**src/design/twg_pkg.sv**
```systemverilog
`timescale 1ns / 1ps

package twg_pkg;

    // Geometry of the bit-sliced state and of the result words.
    localparam int WORD_W    = 64;
    localparam int NUM_WORDS = 6;
    localparam int IDX_W     = 3;
    localparam int MOD_W     = 31;

    // The remainder unit retires one dividend bit per cycle.
    localparam int REM_STEPS = WORD_W;
    localparam int CNT_W     = 6;

    // Tap distances and feedback placement of the three registers.
    localparam int SH_A_OUT  = 93 - 66;
    localparam int SH_A_FB   = 93 - 69;
    localparam int SH_B_OUT  = 177 - 162;
    localparam int SH_B_FB   = 177 - 171;
    localparam int SH_C_OUT  = 288 - 243;
    localparam int SH_C_FB   = 288 - 264;
    localparam int INS_A     = 29;
    localparam int INS_B     = 20;
    localparam int INS_C     = 47;

    typedef enum logic [1:0] {
        CMD_SEED = 2'd0,
        CMD_INIT = 2'd1,
        CMD_GEN  = 2'd2,
        CMD_NOP  = 2'd3
    } cmd_t;

    typedef struct packed {
        logic capture;
        logic seed_en;
        logic round_en;
        logic rem_start;
        logic rem_step;
        logic rem_last;
    } dp_cmd_t;

    typedef struct packed {
        logic mod_zero;
    } dp_stat_t;

endpackage

```
**src/design/twg_ctrl.sv**
```systemverilog
`timescale 1ns / 1ps

module twg_ctrl #(
    parameter int WARMUP_ROUNDS = 18
) (
    input  logic                clk,
    input  logic                rst_n,
    input  logic                start,
    input  twg_pkg::cmd_t       cmd,
    output logic                busy,
    output logic                done,
    output logic                not_ready,
    output twg_pkg::dp_cmd_t    dp_cmd,
    input  twg_pkg::dp_stat_t   dp_stat
);

    typedef enum logic [2:0] {
        ST_IDLE,
        ST_WARM,
        ST_ROUND,
        ST_REM,
        ST_FIN
    } state_t;

    localparam logic [twg_pkg::CNT_W-1:0] WARM_LAST =
        twg_pkg::CNT_W'(WARMUP_ROUNDS - 1);
    localparam logic [twg_pkg::CNT_W-1:0] REM_LAST =
        twg_pkg::CNT_W'(twg_pkg::REM_STEPS - 1);

    state_t                     state_reg, state_next;
    logic [twg_pkg::CNT_W-1:0]  cnt_reg, cnt_next;
    logic                       ready_reg, ready_next;
    logic                       done_reg, done_next;
    logic                       not_ready_reg, not_ready_next;

    always_comb
    begin
        state_next     = state_reg;
        cnt_next       = cnt_reg;
        ready_next     = ready_reg;
        not_ready_next = not_ready_reg;
        dp_cmd         = '0;
        unique case (state_reg)
            ST_IDLE:
            begin
                if (start)
                begin
                    dp_cmd.capture = 1'b1;
                    not_ready_next = 1'b0;
                    cnt_next       = '0;
                    unique case (cmd)
                        twg_pkg::CMD_SEED:
                        begin
                            dp_cmd.seed_en = 1'b1;
                            state_next     = ST_FIN;
                        end
                        twg_pkg::CMD_INIT:
                        begin
                            state_next = ST_WARM;
                        end
                        twg_pkg::CMD_GEN:
                        begin
                            if (ready_reg)
                            begin
                                state_next = ST_ROUND;
                            end
                            else
                            begin
                                not_ready_next = 1'b1;
                                state_next     = ST_FIN;
                            end
                        end
                        default:
                        begin
                            state_next = ST_FIN;
                        end
                    endcase
                end
            end
            ST_WARM:
            begin
                dp_cmd.round_en = 1'b1;
                if (cnt_reg == WARM_LAST)
                begin
                    ready_next = 1'b1;
                    state_next = ST_FIN;
                end
                else
                begin
                    cnt_next = cnt_reg + 1'b1;
                end
            end
            ST_ROUND:
            begin
                dp_cmd.round_en  = 1'b1;
                dp_cmd.rem_start = 1'b1;
                cnt_next         = '0;
                state_next       = dp_stat.mod_zero ? ST_FIN : ST_REM;
            end
            ST_REM:
            begin
                dp_cmd.rem_step = 1'b1;
                if (cnt_reg == REM_LAST)
                begin
                    dp_cmd.rem_last = 1'b1;
                    state_next      = ST_FIN;
                end
                else
                begin
                    cnt_next = cnt_reg + 1'b1;
                end
            end
            ST_FIN:
            begin
                state_next = ST_IDLE;
            end
            default:
            begin
                state_next = ST_IDLE;
            end
        endcase
        done_next = (state_next == ST_FIN);
    end

    always_ff @(posedge clk or negedge rst_n)
    begin
        if (!rst_n)
        begin
            state_reg     <= ST_IDLE;
            cnt_reg       <= '0;
            ready_reg     <= 1'b0;
            done_reg      <= 1'b0;
            not_ready_reg <= 1'b0;
        end
        else
        begin
            state_reg     <= state_next;
            cnt_reg       <= cnt_next;
            ready_reg     <= ready_next;
            done_reg      <= done_next;
            not_ready_reg <= not_ready_next;
        end
    end

    assign busy      = (state_reg != ST_IDLE);
    assign done      = done_reg;
    assign not_ready = not_ready_reg;

endmodule

```
**src/design/twg_datapath.sv**
```systemverilog
`timescale 1ns / 1ps

module twg_datapath (
    input  logic                              clk,
    input  logic                              rst_n,
    input  twg_pkg::dp_cmd_t                  dp_cmd,
    output twg_pkg::dp_stat_t                 dp_stat,
    input  logic [twg_pkg::IDX_W-1:0]         word_index,
    input  logic [twg_pkg::WORD_W-1:0]        seed_word,
    input  logic [twg_pkg::MOD_W-1:0]         modulus,
    output logic [twg_pkg::WORD_W-1:0]        random_word,
    output logic [twg_pkg::WORD_W-1:0]        reduced_value
);

    localparam int W = twg_pkg::WORD_W;
    localparam int M = twg_pkg::MOD_W;

    // Low 64 bits of the concatenation {lo, hi} shifted right by k.
    function automatic logic [W-1:0] pair_shift(
        input logic [W-1:0] lo,
        input logic [W-1:0] hi,
        input int           k
    );
        logic [2*W-1:0] cat;
        cat = {lo, hi} >> k;
        return cat[W-1:0];
    endfunction

    logic [W-1:0] words_reg [twg_pkg::NUM_WORDS];
    logic [W-1:0] words_next [twg_pkg::NUM_WORDS];
    logic [W-1:0] t1, t2, t3, z;
    logic [W-1:0] t1f, t2f, t3f;

    logic [M-1:0] mod_reg;
    logic [M-1:0] rem_reg, rem_next;
    logic [W-1:0] quo_reg;
    logic [M:0]   rem_shift;
    logic [M:0]   rem_diff;
    logic [W-1:0] random_word_reg;
    logic [W-1:0] reduced_value_reg;

    // One round advances all three registers by a full word of steps.
    always_comb
    begin
        t1 = words_reg[1] ^ pair_shift(words_reg[0], words_reg[1], twg_pkg::SH_A_OUT);
        t2 = words_reg[3] ^ pair_shift(words_reg[2], words_reg[3], twg_pkg::SH_B_OUT);
        t3 = pair_shift(words_reg[4], words_reg[5], twg_pkg::SH_C_OUT) ^ words_reg[5];
        z  = t1 ^ t2 ^ t3;

        t1f = t1 ^ (pair_shift(words_reg[0], words_reg[1], 1)
                    & pair_shift(words_reg[0], words_reg[1], 2))
                 ^ pair_shift(words_reg[2], words_reg[3], twg_pkg::SH_B_FB);
        t2f = t2 ^ (pair_shift(words_reg[2], words_reg[3], 1)
                    & pair_shift(words_reg[2], words_reg[3], 2))
                 ^ pair_shift(words_reg[4], words_reg[5], twg_pkg::SH_C_FB);
        t3f = t3 ^ (pair_shift(words_reg[4], words_reg[5], 1)
                    & pair_shift(words_reg[4], words_reg[5], 2))
                 ^ pair_shift(words_reg[0], words_reg[1], twg_pkg::SH_A_FB);

        words_next[1] = (t3f << twg_pkg::INS_A) | words_reg[0];
        words_next[0] = t3f >> (W - twg_pkg::INS_A);
        words_next[3] = (t1f << twg_pkg::INS_B) | words_reg[2];
        words_next[2] = t1f >> (W - twg_pkg::INS_B);
        words_next[5] = (t2f << twg_pkg::INS_C) | words_reg[4];
        words_next[4] = t2f >> (W - twg_pkg::INS_C);
    end

    always_ff @(posedge clk or negedge rst_n)
    begin
        if (!rst_n)
        begin
            for (int i = 0; i < twg_pkg::NUM_WORDS; i++)
            begin
                words_reg[i] <= '0;
            end
        end
        else if (dp_cmd.round_en)
        begin
            for (int i = 0; i < twg_pkg::NUM_WORDS; i++)
            begin
                words_reg[i] <= words_next[i];
            end
        end
        else if (dp_cmd.seed_en)
        begin
            for (int i = 0; i < twg_pkg::NUM_WORDS; i++)
            begin
                if (word_index == twg_pkg::IDX_W'(i))
                begin
                    words_reg[i] <= words_reg[i] ^ seed_word;
                end
            end
        end
    end

    // Restoring remainder, one dividend bit per cycle, MSB first.
    always_comb
    begin
        rem_shift = {rem_reg, quo_reg[W-1]};
        rem_diff  = rem_shift - {1'b0, mod_reg};
        if (rem_shift >= {1'b0, mod_reg})
        begin
            rem_next = rem_diff[M-1:0];
        end
        else
        begin
            rem_next = rem_shift[M-1:0];
        end
    end

    always_ff @(posedge clk)
    begin
        if (dp_cmd.capture)
        begin
            mod_reg           <= modulus;
            random_word_reg   <= '0;
            reduced_value_reg <= '0;
        end
        if (dp_cmd.rem_start)
        begin
            random_word_reg   <= z;
            reduced_value_reg <= z;
            rem_reg           <= '0;
            quo_reg           <= z;
        end
        if (dp_cmd.rem_step)
        begin
            rem_reg <= rem_next;
            quo_reg <= quo_reg << 1;
        end
        if (dp_cmd.rem_last)
        begin
            reduced_value_reg <= {{(W - M){1'b0}}, rem_next};
        end
    end

    assign dp_stat.mod_zero = (mod_reg == '0);
    assign random_word      = random_word_reg;
    assign reduced_value    = reduced_value_reg;

endmodule

```
**src/design/trivium_word_generator_top.sv**
```systemverilog
`timescale 1ns / 1ps
// Seed, no-op and a generate refused as not ready go straight to the finish state;
// init runs WARMUP_ROUNDS warm-up rounds, generate with modulus 0 one round, and
// generate with a modulus one round, then one remainder step per bit of the word.
// One transaction at a time: the next start is taken the cycle after done.
// The result holds until the next start is accepted; the receiver cannot stall it.
// Reset clears the state words, the ready flag and the controller.

module trivium_word_generator_top #(
    parameter int WARMUP_ROUNDS = 18
) (
    input  logic                          clk,
    input  logic                          rst_n,
    input  logic                          start,
    output logic                          busy,
    input  logic [1:0]                    cmd,
    input  logic [twg_pkg::IDX_W-1:0]     word_index,
    input  logic [twg_pkg::WORD_W-1:0]    seed_word,
    input  logic [twg_pkg::MOD_W-1:0]     modulus,
    output logic                          done,
    output logic [twg_pkg::WORD_W-1:0]    random_word,
    output logic [twg_pkg::WORD_W-1:0]    reduced_value,
    output logic                          not_ready
);

    // The controller sequences each transaction: it counts the warm-up rounds,
    // owns the ready flag and the strobe, and steps the remainder unit. The
    // datapath holds the six state words, the round logic, and the iterative
    // remainder of the keystream word by the captured modulus.
    twg_pkg::dp_cmd_t  dp_cmd;
    twg_pkg::dp_stat_t dp_stat;

    twg_ctrl #(
        .WARMUP_ROUNDS (WARMUP_ROUNDS)
    ) u_ctrl (
        .clk       (clk),
        .rst_n     (rst_n),
        .start     (start),
        .cmd       (twg_pkg::cmd_t'(cmd)),
        .busy      (busy),
        .done      (done),
        .not_ready (not_ready),
        .dp_cmd    (dp_cmd),
        .dp_stat   (dp_stat)
    );

    // Result fields are cleared when a transaction is accepted, so every
    // command other than a completed generate reports all zeros.
    twg_datapath u_datapath (
        .clk           (clk),
        .rst_n         (rst_n),
        .dp_cmd        (dp_cmd),
        .dp_stat       (dp_stat),
        .word_index    (word_index),
        .seed_word     (seed_word),
        .modulus       (modulus),
        .random_word   (random_word),
        .reduced_value (reduced_value)
    );

endmodule
```
**config.mk**
```make
export PLATFORM = sky130hd
export DESIGN_NAME = trivium_word_generator_top
export DESIGN_NICKNAME = d
export VERILOG_FILES = /design/src/design/twg_pkg.sv /design/src/design/twg_ctrl.sv /design/src/design/twg_datapath.sv /design/src/design/trivium_word_generator_top.sv
export SDC_FILE = /design/constraint.sdc
export NUM_CORES = 2
export LEC_CHECK = 0
export BUFFER_PORTS_ARGS = -buffer_cell sky130_fd_sc_hd__buf_2
export CAP_MARGIN = 25
export CORE_MARGIN = 3
export CORE_UTILIZATION = 58
export CTS_BUF_LIST = sky130_fd_sc_hd__clkbuf_8
export DETAILED_ROUTE_END_ITERATION = 8
export HOLD_SLACK_MARGIN = 0.05
export PLACE_DENSITY = 0.76
export SLEW_MARGIN = 20
export SYNTH_ARGS = -nofsm -noshare
export SYNTH_HDL_FRONTEND = slang
export SYNTH_HIERARCHICAL = 1
export SYNTH_SLANG_ARGS = --single-unit
```
**constraint.sdc**
```tcl
create_clock -name clk -period 3.83 [get_ports clk]
set_input_delay 0.1915 -clock clk [delete_from_list [all_inputs] [get_ports clk]]
set_output_delay 0.1915 -clock clk [all_outputs]
set_load 0.01 [all_outputs]
```
==> metrics.cfg <==
[route]
vias = 30973
dr.pass1.iters = 5
drtIter0Drc = 3995
vias_per_cell = 5.895
drc = 0
postRouteAntennaNets = 0
wire_per_inst_um = 24.30
routed_wl_mm = 127.7

[yosys]
synth_area_leaders = dfrtp_1 (26%), edfxtp_1 (18%), xnor2_1 (14%), xor2_1 (12%), nand2_1 (9.7%)
ys_types = 68
synth_simple_gate_area_share_pct = 13.27
synth_common_cells = nand2_1 (973), xnor2_1 (581), xor2_1 (534)
synth-compound-area-share_pct = 9.118
syn_nets = 4273
ys_seq_area_share_pct = 45.76
synth_top_family_by_area = XOR/XNOR gates
synthAdderAreaFrac_pct = 1.152
synth_top_area_share_pct = 26.37
ys_seq_elements = 650
synth-async-reset-ratio_pct = 60.92
synth-main-ff-cell = dfrtp_1
synth_edf_count = 220
muxShareOfSynthArea_pct = 0.3229
yosysMostFrequentCell = nand2_1
synth_cells = 4136
yosysWarnings = 6
synth-xor-area-share_pct = 25.98
synthDominantAreaCellType = dfrtp_1
avgSynthCellArea_um2 = 9.087
synthesis.area_um2 = 37580

[run]
cap_violations = 0

[floorplan]
die_area_um2 = 67890
start_util_pct = 59.15
rows = 92
coreArea_um2 = 63540
die_h_um = 260.6
die_w_um = 260.6
ios = 234

[critical_path]
startpoint_type = flop
max_stage_delay_ps = 510
path_max_fanout = 22
end_kind = flop
critPathSlowestCell = or4b_1
cp_num_buf_inv = 1
worstSetupPathType = reg -> reg
worst_ep_required_time_ps = 4430
path_delay_family = compound AO/OA/AOI/OAI gates
arrival_ps = 3880
crit_path_cell_trace = ha_1, fa_1, nand2b_1, a21oi_2, o21ai_1, a211oi_2, o21ai_4, buf_4, or4b_1, nand3_1

[global_route]
grt_max_degree = 121
first_global_vias = 29587
grt_pass1_wl_mm = 188.6
track_usage_pct = 37.49
grt_overflow = 0
antenna_found_initial = 6

[place]
place_worst_setup_slack_ps = 513.6
dp.cells = 4953
dp_hpwl_mm = 93.17
gp_congestion = 1.072
portBuffers = 233

[timing]
max_slew_margin_pct = 27.38
finalMaxSlewViolations = 0
worst_slack_ps = 553.1
grt_setup_unrepaired = false
setup-tns-final_ps = 0
finalSetupViolCount = 0
hold_viol = 0
whs_ps = 97.44
worst_pin_slew_ps = 1085
min_period_over_period_pct = 85.56
fin_skew_ps = 70.67
fmax_ghz = 0.3052
min_period_ps = 3277

[cts]
cts_max_level = 3
max-clock-path-buffers = 3
cts-root-buf = clkbuf_8
cts_setup_buffers = 0
insertion_delay_ps = 770
clkTransAtPathRegs_ps = 70
cts_tree = built
cts.sinks = 650
cts_made_buffers = 107

[layout]
syn2layout_area_growth_pct = 13.32
final_nets = 4453
layoutNonFillerInstCount = 5254
largest_reg_flops = 384
drive_gt1_share_pct = 10.85

[pwr]
p_per_area_nw_per_um2 = 981.4
ir_drop_mv = 0.5397
leakagePower_nw = 17.01

[hold_path]
hold_path.class = in -> async

[outcome]
outcome = complete, no violations

[report_power, final]
group	switching (W)	internal [W]
sequential	0.00414	0.00900
clock	0.00300	0.00346
combinational	0.0136	0.00864
[placed cells by master (no fill, tap or decap), types with 9 or more instances in the layout]
| master | count |
|---|---|
| nor2_1 | 159 |
| clkinv_2 | 21 |
| nor4_1 | 10 |
| o21ai_0 | 474 |
| mux2i_1 | 11 |
| buf_12 | 21 |
| dlygate4sd3_1 | 100 |
| a21oi_1 | 106 |
| xor2_1 | 534 |
| o21ai_1 | 10 |
| xnor2_1 | 581 |
| nand2b_1 | 9 |
| nand3_1 | 18 |
| buf_2 | 232 |
| nand2_1 | 973 |
| dfxtp_1 | 34 |
| inv_1 | 137 |
| clkbuf_8 | 128 |
| edfxtp_1 | 220 |
| ha_1 | 33 |
| a31oi_1 | 9 |
| dfrtp_1 | 396 |
| nor2b_1 | 26 |
| nand4_1 | 12 |
| a21o_1 | 12 |
| buf_4 | 34 |
[area by class of cell]
cell class	count	area, µm²
inverter	110	419.2
tap	846	1059
antenna	4	10.01
multi-input combinational	3059	18800
fill	5022	20950
timing repair buffer	388	2853
clock inverter	69	494.2
sequential	650	17200
clock buffer	128	1762
[timing repair]
| item | CTS | global route |
|---|---|---|
| hold endpoints to repair | 511 | 0 |
| hold buffers | 100 | 0 |
| setup endpoints to repair | 0 | 0 |
| resized for setup | 0 | 0 |
[kinds of logic (layout without fill, tap and decap cells)]
kind of cell | Yosys count | count (layout)
flip-flops | 650 | 650
multiplexers | 12 | 12
XOR/XNOR | 1115 | 1115
buffers and inverters | 427 | 695
AO/OA/AOI/OAI | 649 | 649
other | 0 | 4
AND/OR/NAND/NOR | 1249 | 1249
adder cells (fa/ha/maj) | 34 | 34
[routing by layer]
metal | part of all wire (%) | GRT usage (%) | wire [µm]
met1 | 38 | 48.67 | 48110
met2 | 43 | 56.20 | 55100
met3 | 12 | 9.617 | 14880
met4 | 7.5 | 23.51 | 9574
met5 | 0.018 | 0 | 23
[through the flow]
| step | power (W) | util [%] | instance area (µm²) |
|---|---|---|---|
| 2_1_floorplan | 0.02570 | - | 37590 |
| 3_3_place_gp | 0.03372 | 61.88 | 39320 |
| 3_5_place_dp | 0.03393 | 61.88 | 39320 |
| 4_1_cts | 0.04055 | 67.01 | 42580 |
| 5_1_grt | 0.04295 | 67.01 | 42580 |
| 6_report | 0.04179 | 67.03 | 42590 |
[path summary, 6_finish.rpt]
kind | start | endpoint | slack (ps) | cells after the start
worst min register to register | u_datapath/reduced_value[59] | u_datapath/reduced_value[59] | 450 | 2
max in group asynchronous | rst_n | u_datapath/words_reg[259] | 2590 | 3
worst max-delay path | u_datapath/mod_reg[0] | u_datapath/rem_reg[28] | 550 | 10
worst min-delay path | rst_n | u_datapath/words_reg[32] | 100 | 2
worst max register to register | u_datapath/mod_reg[0] | u_datapath/rem_reg[28] | 550 | 10
min in group clk | start | u_ctrl/cnt_reg[5] | 150 | 4
Power figures use the tool's default switching activity.
